File: src/design/rclr_pkg.sv
`timescale 1ns / 1ps
// ----------------------------------------------------------------------------
// Round-count load rebalancer package
// Shared widths, register indexes, reset values, sequencer states and the
// control group passed to the count store.
// ----------------------------------------------------------------------------
package rclr_pkg;

   localparam int DEF_MAX_WORKERS  = 16;
   localparam int DEF_COUNT_BITS   = 32;

   localparam int WORKER_BITS      = 4;
   localparam int NUM_WORKERS_BITS = 5;
   localparam int PERIOD_BITS      = 16;
   localparam int RATIO_BITS       = 16;
   localparam int RATIO_FRAC_BITS  = 8;
   localparam int CSR_DATA_BITS    = 16;
   localparam int CSR_INDEX_BITS   = 2;

   localparam logic [CSR_INDEX_BITS-1:0] CSR_NUM_WORKERS  = 2'd0;
   localparam logic [CSR_INDEX_BITS-1:0] CSR_ROUND_PERIOD = 2'd1;
   localparam logic [CSR_INDEX_BITS-1:0] CSR_DIFF_RATIO   = 2'd2;

   localparam logic [NUM_WORKERS_BITS-1:0] NUM_WORKERS_RESET = 5'd2;
   localparam logic [NUM_WORKERS_BITS-1:0] MIN_WORKERS       = 5'd2;
   localparam logic [NUM_WORKERS_BITS-1:0] LIMIT_WORKERS     = 5'd16;
   localparam logic [PERIOD_BITS-1:0]      ROUND_PERIOD_RESET = 16'd0;
   localparam logic [RATIO_BITS-1:0]       DIFF_RATIO_RESET   = 16'd256;

   typedef enum logic [3:0] {
      ST_IDLE,
      ST_INC,
      ST_LOAD,
      ST_SORT,
      ST_FILL,
      ST_PAIR,
      ST_MUL,
      ST_DECIDE,
      ST_FLUSH,
      ST_UNROT
   } state_type;

   typedef struct packed {
      logic wr_en;
      logic clr_en;
      logic clr_bank;
   } store_ctl_type;

endpackage

File: src/design/round_count_load_rebalancer.sv
`timescale 1ns / 1ps
// ----------------------------------------------------------------------------
// Round-count load rebalancer
// Counts finished rounds per worker in two banks and, when worker 0 reports
// while its bank is pending, re-sorts the workers and emits pairing moves.
// ----------------------------------------------------------------------------
// A round report that does not start a rebalance passes through the transfer
// and the count update, with the input ready again right after. A report that
// starts a rebalance keeps the input stalled while one sequencer walks the
// worker line (MAX_WORKERS entries): it fetches the counts through the single
// memory read port, makes bubble passes with the one comparator (at most the
// number of workers in use, fewer when the order is already nearly sorted),
// fills the pairing stack, tests each pair in the shift-and-add multiplier and
// restores the line. Reset and bank clears take no sweep, as every count entry
// carries a valid bit.
module round_count_load_rebalancer #(
   parameter int MAX_WORKERS = rclr_pkg::DEF_MAX_WORKERS,
   parameter int COUNT_BITS  = rclr_pkg::DEF_COUNT_BITS
) (
   input  logic                                clock,
   input  logic                                reset,
   input  logic                                req_valid,
   output logic                                req_ready,
   input  logic [rclr_pkg::WORKER_BITS-1:0]    req_worker_id,
   output logic                                rsp_valid,
   input  logic                                rsp_ready,
   output logic [rclr_pkg::WORKER_BITS-1:0]    rsp_slow_worker,
   output logic [rclr_pkg::WORKER_BITS-1:0]    rsp_fast_worker,
   output logic                                rsp_last_move,
   input  logic                                csr_write_en,
   input  logic [rclr_pkg::CSR_INDEX_BITS-1:0] csr_index,
   input  logic [rclr_pkg::CSR_DATA_BITS-1:0]  csr_wdata
);
   import rclr_pkg::*;

   localparam int ID_BITS   = $clog2(MAX_WORKERS);
   localparam int ADDR_BITS = ID_BITS + 1;
   localparam int POS_BITS  = $clog2(MAX_WORKERS + 1);
   localparam int CW        = (POS_BITS > NUM_WORKERS_BITS) ? POS_BITS : NUM_WORKERS_BITS;
   localparam int EXT_BITS  = (ID_BITS > WORKER_BITS) ? ID_BITS : WORKER_BITS;
   localparam int CMP_BITS  = (COUNT_BITS > PERIOD_BITS) ? COUNT_BITS : PERIOD_BITS;
   localparam logic [CW-1:0] LAST_POS = CW'(MAX_WORKERS);
   localparam logic [CW-1:0] END_POS  = CW'(MAX_WORKERS - 1);

   // Configuration
   logic [NUM_WORKERS_BITS-1:0] num_workers_ff, num_workers_in;
   logic [PERIOD_BITS-1:0]      round_period_ff, round_period_in;
   logic [RATIO_BITS-1:0]       diff_ratio_ff, diff_ratio_in;

   // Sequencer
   state_type                   state_ff, state_in;
   logic [CW-1:0]               pos_ff, pos_in;
   logic                        phase_ff, phase_in;
   logic                        swapped_ff, swapped_in;
   logic                        bank_ff, bank_in;
   logic                        old_bank_ff, old_bank_in;
   logic [1:0]                  pending_ff, pending_in;
   logic [ID_BITS-1:0]          worker_ff, worker_in;

   // Worker line (the worker order with fetched counts) and pairing stack
   logic [ID_BITS-1:0]          line_id_ff [MAX_WORKERS];
   logic [ID_BITS-1:0]          line_id_in [MAX_WORKERS];
   logic [COUNT_BITS-1:0]       line_key_ff [MAX_WORKERS];
   logic [COUNT_BITS-1:0]       line_key_in [MAX_WORKERS];
   logic [ID_BITS-1:0]          stk_id_ff [MAX_WORKERS];
   logic [ID_BITS-1:0]          stk_id_in [MAX_WORKERS];
   logic [COUNT_BITS-1:0]       stk_key_ff [MAX_WORKERS];
   logic [COUNT_BITS-1:0]       stk_key_in [MAX_WORKERS];

   // Held move and result register
   logic                        held_valid_ff, held_valid_in;
   logic [ID_BITS-1:0]          held_slow_ff, held_slow_in;
   logic [ID_BITS-1:0]          held_fast_ff, held_fast_in;
   logic                        rsp_valid_ff, rsp_valid_in;
   logic [WORKER_BITS-1:0]      rsp_slow_ff, rsp_slow_in;
   logic [WORKER_BITS-1:0]      rsp_fast_ff, rsp_fast_in;
   logic                        rsp_last_ff, rsp_last_in;

   // Control and datapath nets
   logic [NUM_WORKERS_BITS-1:0] active_n;
   logic [CW-1:0]               n_cw;
   logic [EXT_BITS-1:0]         req_id_ext;
   logic [ID_BITS-1:0]          req_id;
   logic                        req_fire;
   logic                        req_use;
   logic                        slot_free;
   logic                        pos_last;
   logic                        pos_end;
   logic [COUNT_BITS-1:0]       cnt_cur;
   logic [COUNT_BITS-1:0]       cnt_inc;
   logic                        cnt_sat;
   logic                        hit_period;
   logic                        go_rebal;
   logic                        sort_swap;
   logic                        pair_more;
   logic                        advance;
   logic                        rot_en;
   logic                        rot_keep;
   logic                        push_en;
   logic                        emit_mid;
   logic                        emit_last;
   logic [EXT_BITS-1:0]         held_slow_ext;
   logic [EXT_BITS-1:0]         held_fast_ext;
   logic                        mt_start;
   logic                        mt_done;
   logic                        mt_move;
   store_ctl_type               store_ctl;
   logic [ADDR_BITS-1:0]        rd_addr;
   logic [ADDR_BITS-1:0]        wr_addr;

   always_comb begin
      if (num_workers_ff < MIN_WORKERS) begin
         active_n = MIN_WORKERS;
      end else if (num_workers_ff > LIMIT_WORKERS) begin
         active_n = LIMIT_WORKERS;
      end else begin
         active_n = num_workers_ff;
      end
      if (CW'(active_n) > LAST_POS) begin
         active_n = NUM_WORKERS_BITS'(MAX_WORKERS);
      end
   end

   assign n_cw       = CW'(active_n);
   assign req_id_ext = EXT_BITS'(req_worker_id);
   assign req_id     = req_id_ext[ID_BITS-1:0];
   assign req_ready  = (state_ff == ST_IDLE);
   assign req_fire   = req_valid && req_ready;
   assign req_use    = req_fire && (round_period_ff != '0) && (CW'(req_worker_id) < n_cw);
   assign slot_free  = !rsp_valid_ff || rsp_ready;
   assign pos_last   = (pos_ff == LAST_POS);
   assign pos_end    = (pos_ff == END_POS);

   assign cnt_sat    = &cnt_cur;
   assign cnt_inc    = cnt_cur + COUNT_BITS'(1);
   assign hit_period = !cnt_sat && (CMP_BITS'(cnt_inc) == CMP_BITS'(round_period_ff));
   assign go_rebal   = (worker_ff == '0) && (pending_ff[bank_ff] || hit_period);
   assign sort_swap  = (pos_ff < n_cw) && (line_key_ff[0] > line_key_ff[1]);
   assign pair_more  = ({pos_ff, 1'b1} < {1'b0, n_cw});
   assign advance    = (state_ff == ST_DECIDE) && mt_move && (!held_valid_ff || slot_free);
   assign emit_mid   = advance && held_valid_ff;
   assign emit_last  = (state_ff == ST_FLUSH) && held_valid_ff && slot_free;
   assign mt_start   = (state_ff == ST_PAIR) && pair_more;

   assign rot_en   = ((state_ff == ST_LOAD) && phase_ff) || (state_ff == ST_SORT)
                     || (state_ff == ST_FILL) || advance
                     || ((state_ff == ST_UNROT) && !pos_last);
   assign rot_keep = (state_ff == ST_SORT) && !pos_last && sort_swap;
   assign push_en  = (state_ff == ST_FILL) && (pos_ff < n_cw);

   assign store_ctl.wr_en    = (state_ff == ST_INC) && !cnt_sat;
   assign store_ctl.clr_en   = (state_ff == ST_UNROT) && pos_last;
   assign store_ctl.clr_bank = old_bank_ff;
   assign wr_addr = {bank_ff, worker_ff};
   assign rd_addr = (state_ff == ST_IDLE) ? {bank_ff, req_id} : {old_bank_ff, line_id_ff[0]};

   assign held_slow_ext = EXT_BITS'(held_slow_ff);
   assign held_fast_ext = EXT_BITS'(held_fast_ff);

   rclr_count_store #(
      .MAX_WORKERS (MAX_WORKERS),
      .COUNT_BITS  (COUNT_BITS)
   ) u_store (
      .clock   (clock),
      .reset   (reset),
      .ctl     (store_ctl),
      .rd_addr (rd_addr),
      .wr_addr (wr_addr),
      .wr_data (cnt_inc),
      .rd_data (cnt_cur)
   );

   rclr_move_test #(
      .COUNT_BITS (COUNT_BITS)
   ) u_move_test (
      .clock (clock),
      .reset (reset),
      .start (mt_start),
      .slow  (line_key_ff[0]),
      .fast  (stk_key_ff[0]),
      .ratio (diff_ratio_ff),
      .done  (mt_done),
      .move  (mt_move)
   );

   // Next state
   always_comb begin
      state_in = state_ff;
      unique case (state_ff)
         ST_IDLE: begin
            if (req_use) begin
               state_in = ST_INC;
            end
         end
         ST_INC: begin
            state_in = go_rebal ? ST_LOAD : ST_IDLE;
         end
         ST_LOAD: begin
            if (phase_ff && pos_end) begin
               state_in = ST_SORT;
            end
         end
         ST_SORT: begin
            if (pos_last && !swapped_ff) begin
               state_in = ST_FILL;
            end
         end
         ST_FILL: begin
            if (pos_end) begin
               state_in = ST_PAIR;
            end
         end
         ST_PAIR: begin
            state_in = pair_more ? ST_MUL : ST_FLUSH;
         end
         ST_MUL: begin
            if (mt_done) begin
               state_in = ST_DECIDE;
            end
         end
         ST_DECIDE: begin
            if (!mt_move) begin
               state_in = ST_FLUSH;
            end else if (advance) begin
               state_in = ST_PAIR;
            end
         end
         ST_FLUSH: begin
            if (!held_valid_ff || slot_free) begin
               state_in = ST_UNROT;
            end
         end
         ST_UNROT: begin
            if (pos_last) begin
               state_in = ST_IDLE;
            end
         end
         default: begin
            state_in = ST_IDLE;
         end
      endcase
   end

   // Sequencer outputs and datapath updates
   always_comb begin
      num_workers_in  = num_workers_ff;
      round_period_in = round_period_ff;
      diff_ratio_in   = diff_ratio_ff;
      pos_in          = pos_ff;
      phase_in        = phase_ff;
      swapped_in      = swapped_ff;
      bank_in         = bank_ff;
      old_bank_in     = old_bank_ff;
      pending_in      = pending_ff;
      worker_in       = worker_ff;
      held_valid_in   = held_valid_ff;
      held_slow_in    = held_slow_ff;
      held_fast_in    = held_fast_ff;
      rsp_slow_in     = rsp_slow_ff;
      rsp_fast_in     = rsp_fast_ff;
      rsp_last_in     = rsp_last_ff;
      rsp_valid_in    = rsp_valid_ff && !rsp_ready;
      line_id_in      = line_id_ff;
      line_key_in     = line_key_ff;
      stk_id_in       = stk_id_ff;
      stk_key_in      = stk_key_ff;

      if (req_fire) begin
         worker_in = req_id;
      end

      unique case (state_ff)
         ST_INC: begin
            if (hit_period) begin
               pending_in[bank_ff] = 1'b1;
            end
            if (go_rebal) begin
               bank_in     = !bank_ff;
               old_bank_in = bank_ff;
               pos_in      = '0;
               phase_in    = 1'b0;
            end
         end
         ST_LOAD: begin
            phase_in = !phase_ff;
            if (phase_ff) begin
               if (pos_end) begin
                  pos_in     = CW'(1);
                  swapped_in = 1'b0;
               end else begin
                  pos_in = pos_ff + CW'(1);
               end
            end
         end
         ST_SORT: begin
            if (pos_last) begin
               pos_in     = swapped_ff ? CW'(1) : '0;
               swapped_in = 1'b0;
            end else begin
               pos_in     = pos_ff + CW'(1);
               swapped_in = swapped_ff || sort_swap;
            end
         end
         ST_FILL: begin
            pos_in = pos_end ? '0 : pos_ff + CW'(1);
         end
         ST_DECIDE: begin
            if (advance) begin
               pos_in        = pos_ff + CW'(1);
               held_valid_in = 1'b1;
               held_slow_in  = line_id_ff[0];
               held_fast_in  = stk_id_ff[0];
            end
         end
         ST_FLUSH: begin
            if (emit_last) begin
               held_valid_in = 1'b0;
            end
         end
         ST_UNROT: begin
            if (pos_last) begin
               pending_in[old_bank_ff] = 1'b0;
            end else begin
               pos_in = pos_ff + CW'(1);
            end
         end
         default: begin
         end
      endcase

      if (emit_mid || emit_last) begin
         rsp_valid_in = 1'b1;
         rsp_slow_in  = held_slow_ext[WORKER_BITS-1:0];
         rsp_fast_in  = held_fast_ext[WORKER_BITS-1:0];
         rsp_last_in  = emit_last;
      end

      // The line rotates towards the head; a sort step that finds the head
      // larger keeps it as the carried element and sends the next one back.
      if (rot_en) begin
         for (int k = 0; k < MAX_WORKERS - 1; k++) begin
            line_id_in[k]  = line_id_ff[k + 1];
            line_key_in[k] = line_key_ff[k + 1];
         end
         line_id_in[MAX_WORKERS-1]  = line_id_ff[0];
         line_key_in[MAX_WORKERS-1] = (state_ff == ST_LOAD) ? cnt_cur : line_key_ff[0];
         if (rot_keep) begin
            line_id_in[0]              = line_id_ff[0];
            line_key_in[0]             = line_key_ff[0];
            line_id_in[MAX_WORKERS-1]  = line_id_ff[1];
            line_key_in[MAX_WORKERS-1] = line_key_ff[1];
         end
      end

      if (push_en) begin
         for (int k = 1; k < MAX_WORKERS; k++) begin
            stk_id_in[k]  = stk_id_ff[k - 1];
            stk_key_in[k] = stk_key_ff[k - 1];
         end
         stk_id_in[0]  = line_id_ff[0];
         stk_key_in[0] = line_key_ff[0];
      end else if (advance) begin
         for (int k = 0; k < MAX_WORKERS - 1; k++) begin
            stk_id_in[k]  = stk_id_ff[k + 1];
            stk_key_in[k] = stk_key_ff[k + 1];
         end
      end

      if (csr_write_en) begin
         unique case (csr_index)
            CSR_NUM_WORKERS: begin
               num_workers_in = csr_wdata[NUM_WORKERS_BITS-1:0];
               for (int k = 0; k < MAX_WORKERS; k++) begin
                  line_id_in[k] = ID_BITS'(k);
               end
            end
            CSR_ROUND_PERIOD: begin
               round_period_in = csr_wdata[PERIOD_BITS-1:0];
            end
            CSR_DIFF_RATIO: begin
               diff_ratio_in = csr_wdata[RATIO_BITS-1:0];
            end
            default: begin
            end
         endcase
      end
   end

   always_ff @(posedge clock) begin
      if (reset) begin
         num_workers_ff  <= NUM_WORKERS_RESET;
         round_period_ff <= ROUND_PERIOD_RESET;
         diff_ratio_ff   <= DIFF_RATIO_RESET;
         state_ff        <= ST_IDLE;
         pos_ff          <= '0;
         phase_ff        <= 1'b0;
         swapped_ff      <= 1'b0;
         bank_ff         <= 1'b0;
         old_bank_ff     <= 1'b0;
         pending_ff      <= '0;
         held_valid_ff   <= 1'b0;
         rsp_valid_ff    <= 1'b0;
         for (int k = 0; k < MAX_WORKERS; k++) begin
            line_id_ff[k] <= ID_BITS'(k);
         end
      end else begin
         num_workers_ff  <= num_workers_in;
         round_period_ff <= round_period_in;
         diff_ratio_ff   <= diff_ratio_in;
         state_ff        <= state_in;
         pos_ff          <= pos_in;
         phase_ff        <= phase_in;
         swapped_ff      <= swapped_in;
         bank_ff         <= bank_in;
         old_bank_ff     <= old_bank_in;
         pending_ff      <= pending_in;
         held_valid_ff   <= held_valid_in;
         rsp_valid_ff    <= rsp_valid_in;
         line_id_ff      <= line_id_in;
      end
      worker_ff    <= worker_in;
      held_slow_ff <= held_slow_in;
      held_fast_ff <= held_fast_in;
      rsp_slow_ff  <= rsp_slow_in;
      rsp_fast_ff  <= rsp_fast_in;
      rsp_last_ff  <= rsp_last_in;
      line_key_ff  <= line_key_in;
      stk_id_ff    <= stk_id_in;
      stk_key_ff   <= stk_key_in;
   end

   assign rsp_valid       = rsp_valid_ff;
   assign rsp_slow_worker = rsp_slow_ff;
   assign rsp_fast_worker = rsp_fast_ff;
   assign rsp_last_move   = rsp_last_ff;

   a_idle_nothing_held : assert property (@(posedge clock) disable iff (reset)
      (state_ff == ST_IDLE) |-> !held_valid_ff)
      else $error("a move is still held after the rebalance ended");

   a_position_in_range : assert property (@(posedge clock) disable iff (reset)
      pos_ff <= LAST_POS)
      else $error("line position beyond the line length");

   a_old_bank_released : assert property (@(posedge clock) disable iff (reset)
      ((state_ff == ST_UNROT) && pos_last) |=> !pending_ff[old_bank_ff])
      else $error("old bank still pending after the rebalance");

   a_update_follows_transfer : assert property (@(posedge clock) disable iff (reset)
      (state_ff == ST_INC) |-> $past(req_valid && req_ready))
      else $error("count update without an input transfer");

endmodule

File: src/design/rclr_count_store.sv
`timescale 1ns / 1ps
// ----------------------------------------------------------------------------
// Round count store
// Two banks of per-worker round counts in one memory with a registered read
// port, plus a valid bit per entry so that reset and bank clears are instant.
// ----------------------------------------------------------------------------
module rclr_count_store #(
   parameter int MAX_WORKERS = rclr_pkg::DEF_MAX_WORKERS,
   parameter int COUNT_BITS  = rclr_pkg::DEF_COUNT_BITS
) (
   input  logic                                clock,
   input  logic                                reset,
   input  rclr_pkg::store_ctl_type             ctl,
   input  logic [$clog2(MAX_WORKERS):0]        rd_addr,
   input  logic [$clog2(MAX_WORKERS):0]        wr_addr,
   input  logic [COUNT_BITS-1:0]               wr_data,
   output logic [COUNT_BITS-1:0]               rd_data
);
   import rclr_pkg::*;

   localparam int ID_BITS   = $clog2(MAX_WORKERS);
   localparam int ADDR_BITS = ID_BITS + 1;
   localparam int DEPTH     = 2 ** ADDR_BITS;

   logic [COUNT_BITS-1:0] mem [DEPTH];
   logic [DEPTH-1:0]      valid_ff;
   logic [DEPTH-1:0]      valid_in;
   logic [COUNT_BITS-1:0] rd_data_ff;
   logic                  rd_valid_ff;

   always_ff @(posedge clock) begin
      if (ctl.wr_en) begin
         mem[wr_addr] <= wr_data;
      end
      rd_data_ff <= mem[rd_addr];
   end

   always_comb begin
      valid_in = valid_ff;
      if (ctl.wr_en) begin
         valid_in[wr_addr] = 1'b1;
      end
      if (ctl.clr_en) begin
         for (int k = 0; k < 2 ** ID_BITS; k++) begin
            valid_in[{ctl.clr_bank, ID_BITS'(k)}] = 1'b0;
         end
      end
   end

   always_ff @(posedge clock) begin
      if (reset) begin
         valid_ff    <= '0;
         rd_valid_ff <= 1'b0;
      end else begin
         valid_ff    <= valid_in;
         rd_valid_ff <= valid_ff[rd_addr];
      end
   end

   assign rd_data = rd_valid_ff ? rd_data_ff : '0;

   a_no_write_during_clear : assert property (@(posedge clock) disable iff (reset)
      !(ctl.wr_en && ctl.clr_en))
      else $error("count store written and cleared in the same cycle");

   a_write_marks_valid : assert property (@(posedge clock) disable iff (reset)
      ctl.wr_en |=> valid_ff[$past(wr_addr)])
      else $error("written count entry not marked valid");

   a_clear_drops_bank : assert property (@(posedge clock) disable iff (reset)
      ctl.clr_en |=> !valid_ff[{$past(ctl.clr_bank), ID_BITS'(0)}])
      else $error("cleared bank still holds a valid entry");

endmodule

File: src/design/rclr_move_test.sv
`timescale 1ns / 1ps
// ----------------------------------------------------------------------------
// Move test unit
// Decides whether a slow and fast pair is unbalanced: 256*(fast-slow) is
// compared with diff_ratio*slow, the product formed by a shift-and-add loop.
// ----------------------------------------------------------------------------
module rclr_move_test #(
   parameter int COUNT_BITS = rclr_pkg::DEF_COUNT_BITS
) (
   input  logic                            clock,
   input  logic                            reset,
   input  logic                            start,
   input  logic [COUNT_BITS-1:0]           slow,
   input  logic [COUNT_BITS-1:0]           fast,
   input  logic [rclr_pkg::RATIO_BITS-1:0] ratio,
   output logic                            done,
   output logic                            move
);
   import rclr_pkg::*;

   localparam int ACC_BITS = COUNT_BITS + RATIO_BITS;

   logic                  busy_ff, busy_in;
   logic                  done_ff, done_in;
   logic                  move_ff, move_in;
   logic                  zero_ratio_ff, zero_ratio_in;
   logic [RATIO_BITS-1:0] ratio_ff, ratio_in;
   logic [ACC_BITS-1:0]   addend_ff, addend_in;
   logic [ACC_BITS-1:0]   acc_ff, acc_in;
   logic [COUNT_BITS-1:0] diff_ff, diff_in;
   logic [ACC_BITS-1:0]   diff_scaled;

   assign diff_scaled = ACC_BITS'({diff_ff, {RATIO_FRAC_BITS{1'b0}}});

   always_comb begin
      busy_in       = busy_ff;
      done_in       = 1'b0;
      move_in       = move_ff;
      zero_ratio_in = zero_ratio_ff;
      ratio_in      = ratio_ff;
      addend_in     = addend_ff;
      acc_in        = acc_ff;
      diff_in       = diff_ff;
      if (start) begin
         busy_in       = 1'b1;
         zero_ratio_in = (ratio == '0);
         ratio_in      = ratio;
         addend_in     = ACC_BITS'(slow);
         acc_in        = '0;
         diff_in       = fast - slow;
      end else if (busy_ff) begin
         if (ratio_ff == '0) begin
            busy_in = 1'b0;
            done_in = 1'b1;
            move_in = zero_ratio_ff || (diff_scaled > acc_ff);
         end else begin
            if (ratio_ff[0]) begin
               acc_in = acc_ff + addend_ff;
            end
            addend_in = addend_ff << 1;
            ratio_in  = ratio_ff >> 1;
         end
      end
   end

   always_ff @(posedge clock) begin
      if (reset) begin
         busy_ff <= 1'b0;
         done_ff <= 1'b0;
         move_ff <= 1'b0;
      end else begin
         busy_ff <= busy_in;
         done_ff <= done_in;
         move_ff <= move_in;
      end
      zero_ratio_ff <= zero_ratio_in;
      ratio_ff      <= ratio_in;
      addend_ff     <= addend_in;
      acc_ff        <= acc_in;
      diff_ff       <= diff_in;
   end

   assign done = done_ff;
   assign move = move_ff;

   a_done_when_free : assert property (@(posedge clock) disable iff (reset)
      done_ff |-> !busy_ff)
      else $error("move test reports done while still busy");

   a_start_runs : assert property (@(posedge clock) disable iff (reset)
      start |=> busy_ff)
      else $error("move test did not start");

   a_zero_ratio_moves : assert property (@(posedge clock) disable iff (reset)
      (done_ff && zero_ratio_ff) |-> move_ff)
      else $error("zero ratio must always move");

endmodule

File: config.mk
export PLATFORM = sky130hd
export DESIGN_NAME = round_count_load_rebalancer
export DESIGN_NICKNAME = d
export VERILOG_FILES = /design/src/design/rclr_pkg.sv /design/src/design/round_count_load_rebalancer.sv /design/src/design/rclr_count_store.sv /design/src/design/rclr_move_test.sv
export SDC_FILE = /design/constraint.sdc
export NUM_CORES = 2
export LEC_CHECK = 0
export BUFFER_PORTS_ARGS = -buffer_cell sky130_fd_sc_hd__buf_2
export CAP_MARGIN = 20
export CORE_ASPECT_RATIO = 1.1
export CORE_MARGIN = 1.5
export CORE_UTILIZATION = 60
export DETAILED_ROUTE_END_ITERATION = 6
export PLACE_DENSITY = 0.81
export SYNTH_ARGS = -nofsm -noshare
export SYNTH_HDL_FRONTEND = slang
export SYNTH_SLANG_ARGS = --single-unit
File: constraint.sdc
create_clock -name clock -period 47.2 [get_ports clock]
set_input_delay 2.36 -clock clock [delete_from_list [all_inputs] [get_ports clock]]
set_output_delay 2.36 -clock clock [all_outputs]
set_load 0.005 [all_outputs]
After elaboration in Yosys (flattened, before gate mapping). Memories as Yosys holds them, arrays and structs flattened. A register that Yosys moved wholly into a read port is not among the register bits. Index checks and enable logic that the tools add are counted.

Flip-flop bits (word level): 1408. Bits in writable memories: 1024. Output and inout bits: 11. Word-level logic and storage cells: 411. Memories kept: 1.

Add/subtract/negate cells: 4. Order comparisons: 47. Equal/unequal tests: 30. Mux-type cells: 106. Bitwise operators: 40. Reductions and logical operators: 90.

Memories: u_store.mem (depth 32, width 32, rd ports 1, clocked after memory_dff 1, write ports 1, line rclr_count_store.sv:25) `logic [COUNT_BITS-1:0] mem [DEPTH];`.

Operators with widths (number): 480-bit 2-to-1 mux (2); 32-bit AND (16); 32-bit 2-to-1 mux (8); 64-bit 2-to-1 mux (3); 60-bit 2-to-1 mux (2); 5-bit by 6-bit < comparator with 1-bit output, second input constant (18); 5-bit by 1-bit greater-or-equal comparator with 1-bit output, second input constant (17); 5-bit 2-to-1 mux (11); 48-bit adder (1); 40-bit by 48-bit greater-than comparator with 1-bit output (1); 16-bit 2-to-1 mux (3); 4-bit 2-to-1 mux (12); 1-bit logical AND (41); 4-bit one-hot mux with 10 select lines (1); 1-bit 2-to-1 mux (36); 32-bit by 1-bit adder with 32-bit output, second input constant (1); 32-bit by 16-bit equality test with 1-bit output (1); 32-bit greater-than comparator (1); 16-bit logical NOT (2); 17-bit inverter with 32-bit output (1); 18-bit inverter with 32-bit output (1); 19-bit inverter with 32-bit output (1); 20-bit inverter with 32-bit output (1); 21-bit inverter with 32-bit output (1); other kinds (56) (135).

Logic depth before layout (Yosys ltp).
Depth in word-level cells: 23. Mapped depth: 16.

Modules after synthesis. From an unflattened synthesis, not the netlist that was laid out.

Cells, all modules: 5597. Area total of the unflattened synthesis: 99102.5 um^2.

By module, submodules not included: round_count_load_rebalancer (times used 1, cells an instance 2845, area each 47878.4 um^2); rclr_count_store (times used 1, cells an instance 1661, area each 40964.3 um^2); rclr_move_test (times used 1, cells an instance 1091, area each 10259.8 um^2).

Worst setup path before layout. Ideal clock, no wire load.

Path kind: input to register. Start point: input rsp_ready. End point: register line_key_ff[0] in the netlist's numbering, enable pin. Setup time: 1031 ps. Arrival time: 16553 ps. Required time: 46169 ps. Setup slack: 29616 ps. Cell stages on the path: 5. Path buffers: 1. Cell sequence: nor2b_1 > a21oi_1 > nor3_1 > clkinv_1 > clkbuf_1.

Word-level cells in the longest chain between the ends: 5.

Ends and longest elaborated chain: start: declaration (line round_count_load_rebalancer.sv:26) `input logic rsp_ready,`; 1-bit logical OR (line round_count_load_rebalancer.sv:130) `assign slot_free = !rsp_valid_ff || rsp_ready;`; 1-bit logical OR (line round_count_load_rebalancer.sv:140) `assign advance = (state_ff == ST_DECIDE) && mt_move && (!held_valid_ff || slot_free);`; 1-bit logical AND (line round_count_load_rebalancer.sv:140); 1-bit logical OR (line round_count_load_rebalancer.sv:146) `|| (state_ff == ST_FILL) || advance`; 1-bit logical OR (line round_count_load_rebalancer.sv:147) `|| ((state_ff == ST_UNROT) && !pos_last);`; end signal: assignment (line round_count_load_rebalancer.sv:427) `line_key_ff <= line_key_in;`; end: declaration (line round_count_load_rebalancer.sv:63) `logic [COUNT_BITS-1:0] line_key_ff [MAX_WORKERS];`.

Every way passes these cells. A chain may end at the register's enable or synchronous reset.

Final worst setup path.
Start point: input req_worker_id[0] in the netlist's numbering. End point: register u_store.rd_data_ff[11], read port of u_store.mem.

Word-level cells in the longest chain between the ends: 1.

Ends and longest elaborated chain: start: declaration (line round_count_load_rebalancer.sv:24) `input logic [rclr_pkg::WORKER_BITS-1:0] req_worker_id,`; 5-bit 2-to-1 mux (line round_count_load_rebalancer.sv:155) `assign rd_addr = (state_ff == ST_IDLE) ? {bank_ff, req_id} : {old_bank_ff, line_id_ff[0]};`; end: declaration (line rclr_count_store.sv:28) `logic [COUNT_BITS-1:0] rd_data_ff;`.

Every way passes these cells.

==> impl_metrics.py <==
metrics = {
    "setup_path": {
        "cp_top_family": "buffers and inverters",
        "arrival_ns": 6.94,
        "crit_fanout": 46,
        "worst-r2r-setup-slack_ns": 41.21,
        "path_buf_inv": 4,
        "worst-setup-path-type": "input port to register",
        "crit_chain": "buf_2 -> mux2i_4 -> buf_4 -> buf_4 -> buf_4 -> mux4_2 -> nand2_1 -> nand3_1 -> nand3_1 -> o21ai_0",
        "max_stage_delay_ns": 0.87,
        "path_common_cell": "buf_4",
        "endpoint_kind": "register",
        "cp_slowest_cell": "buf_4",
        "critPathRequiredTime_ns": 47.91,
        "cp-start-kind": "input port",
    },
    "sta": {
        "fin_ws_ns": 40.97,
        "finalMaxSlewViolations": 0,
        "period_share": 0.132,
        "rsz0062_at_grt": "no",
        "clock.fmax_mhz": 161,
        "tightest_slew_ns": 1.14,
        "finalClockSkew_ns": 0.0768,
        "period_minus_slack_ns": 6.23,
        "relSlewSlack": 0.237,
        "setup_viol": 0,
        "fin_tns_setup_ns": 0,
        "hold_viol": 0,
    },
    "synth": {
        "synth_cell_types": 81,
        "netlist_instances": 6046,
        "yosys.area.top_type": "edfxtp_1",
        "synth_enable_flop_cells": 2214,
        "yosysWarnings": 0,
        "synth-main-ff-cell": "edfxtp_1",
        "synth.top_cell.area_share": 0.673,
        "synth-async-reset-ratio": 0,
        "synth_area_mm2": 0.0988,
        "avgSynthCellArea_um2": 16.3,
        "ys_ff_latch": 2464,
        "ys_seq_area_frac": 0.723,
        "ys_top_cells_by_area": "edfxtp_1, mux2_2, mux4_2",
        "syn-num-nets": 6232,
    },
    "floorplanning": {
        "dieArea_mm2": 0.167,
        "initial_utilization": 0.603,
        "die_x_um": 390,
        "core_mm2": 0.164,
        "io_pins": 38,
        "die_h_um": 429,
        "row_count": 156,
    },
    "power": {
        "p_leak_nw": 34.0,
        "ir_worst_vdd_uv": 41.2,
        "cellPowerDensity_mw_per_mm2": 41.6,
        "power_mw": 4.57,
    },
    "placed_design": {
        "portBuffers": 37,
        "dpl_cell_area_mm2": 0.102,
        "pre_cts_ws_ns": 40.07,
        "dp_hpwl_um": 128000,
        "gp_congestion": 0.929,
    },
    "cts": {
        "cts_buffers": 220,
        "cts_tree": "built",
        "clkLatencyLatePin_ns": 0.91,
        "cts_root_buffer": "clkbuf_16",
        "cts_setup_buffers": 0,
        "cts_hold_buf": 0,
        "post_cts_resized": 0,
        "clk_pin_slew_ns": 0.07,
        "cts.htree.levels": 4,
        "clock_sinks": 2464,
        "clk_path_buf_depth": 3,
    },
    "drt": {
        "routed_wl_um": 229000,
        "antenna_left": 0,
        "drtPass1Iterations": 6,
        "vias": 54800,
        "drtIter0Drc": 7565,
        "via_per_inst": 6.47,
        "drc": 0,
        "wl_per_cell_um": 27.0,
    },
    "layout": {
        "final_nets": 6323,
        "fin_util": 0.670,
        "fillers": 10100,
        "area_delta_synth_final_pct": 11.2,
        "drive_gt1_frac": 0.220,
        "final_area_mm2": 0.110,
    },
    "flow_run": {
        "drv_cap": 0,
    },
    "global_route": {
        "grt_max_degree": 194,
        "grt_pass1_wl_um": 340000,
        "antenna_found_initial": 9,
        "grt_overflow": 0,
        "grt_pass1_vias": 54900,
        "grtUsageTotal": 0.272,
    },
    "outcome": {
        "status": "finished, final reports clean",
    },
    "hold_path": {
        "holdCritPathClass": "register to register",
    },
}
==> through the flow <==
step                      hold WS [ns]  cells
final                            0.363   8467
after global routing             0.373   8466
after CTS                        0.359   8454
after detailed placement         0.405   8037
after global placement           0.400   8033
after floorplan                  0.400   6046
==> registers in the layout (all words and copies together), names as in the netlist, 2 cells and up <==
signal	count
rsp_slow_worker	4
line_id_ff	64
stk_key_ff	512
round_period_ff	16
worker_ff	4
rsp_fast_worker	4
u_move_test.diff_ff	32
held_slow_ext	4
line_key_ff	512
u_move_test.addend_ff	48
u_store.valid_ff	32
stk_id_ff	64
held_fast_ext	4
num_workers_ff	5
pending_ff	2
u_move_test.acc_ff	48
u_store.rd_data_ff	32
u_store.mem	1024
pos_ff	5
state_ff	4
diff_ratio_ff	16
u_move_test.ratio_ff	16
==> cells in the final DEF (no fill, tap or decap), types with 56 or more instances in the layout <==
cell / count
edfxtp_1: 2214
nand2_1: 719
mux2_2: 544
mux4_2: 264
dfxtp_1: 249
nand3_1: 242
clkbuf_16: 221
a21oi_1: 218
nor2_1: 161
ha_1: 157
inv_1: 132
o21ai_0: 129
buf_4: 92
a21o_1: 87
o21a_1: 56
==> Yosys cell counts (all sizes together) (61+ instances only) <==
master	number
nand3	242
edfxtp	2214
mux2	545
buf	74
mux4	264
o21ai	132
a21oi	220
nand2	719
a21o	87
inv	133
dfxtp	250
clkbuf	207
nor2	195
xnor2	61
ha	157
==> path summary, 6_finish.rpt <==
| check | start | endpoint | depth (start not counted) |
|---|---|---|---|
| max | req_worker_id[0] | u_store.rd_data_ff[11] | 10 |
| min | line_key_ff[200] | line_key_ff[232] | 0 |
| max reg2reg | state_ff[1] | u_store.rd_data_ff[11] | 11 |
| min reg2reg | line_key_ff[200] | line_key_ff[232] | 0 |
==> worst register-to-register path, cell delays in order, from the launching register on <==
cell and delay, ns:
dfxtp_1 0.59, nor4_2 0.35, buf_4 0.30, mux2i_4 0.85, buf_4 0.79, buf_4 0.93, buf_4 0.88, mux4_2 0.64
nand2_1 0.10, nand3_1 0.12, nand3_1 0.15, o21ai_0 0.13
==> layer usage <==
| layer | global-route usage | part of all wire | vias up |
|---|---|---|---|
| li1 | - | - | 23400 |
| met1 | 0.360 | 0.36 | 27300 |
| met2 | 0.428 | 0.47 | 3354 |
| met3 | 0.0663 | 0.11 | 733 |
| met4 | 0.125 | 0.049 | 10 |
| met5 | 0 | 0.00026 | - |
==> kinds of logic (layout without fill, tap and decap cells) <==
group / Yosys count / in the layout / share of synthesized area
buf+inv: 415 / 701 / 0.0160
other cells: 0 / 2 / 0
simple gates: 1399 / 1399 / 0.0633
mux: 854 / 854 / 0.127
compound gates: 655 / 655 / 0.0415
xor+xnor: 100 / 100 / 0.00886
fa+ha+maj: 159 / 159 / 0.0203
flops: 2464 / 2464 / 0.723
==> final cells by class <==
| class | count | area (um^2) | share of cell area |
|---|---|---|---|
| clock buffer | 280 | 5860 | 0.0533 |
| antenna | 2 | 5.00 | 0.0000455 |
| sequential | 2464 | 71500 | 0.650 |
| multi-input combinational | 3167 | 26300 | 0.239 |
| inverter | 134 | 512 | 0.00466 |
| timing repair buffer | 150 | 1300 | 0.0118 |
| tap | 2133 | 2670 | 0.0243 |
| clock inverter | 137 | 1810 | 0.0165 |
==> report_power, final <==
part           internal, mW  switching, mW  leakage (nW)
registers              2.39         0.0329          20.2
logic                 0.102          0.168          10.1
clock network          1.06          0.822          3.71
total                  3.55           1.02          34.0
Note: power is estimated with default switching activity, not from simulation.
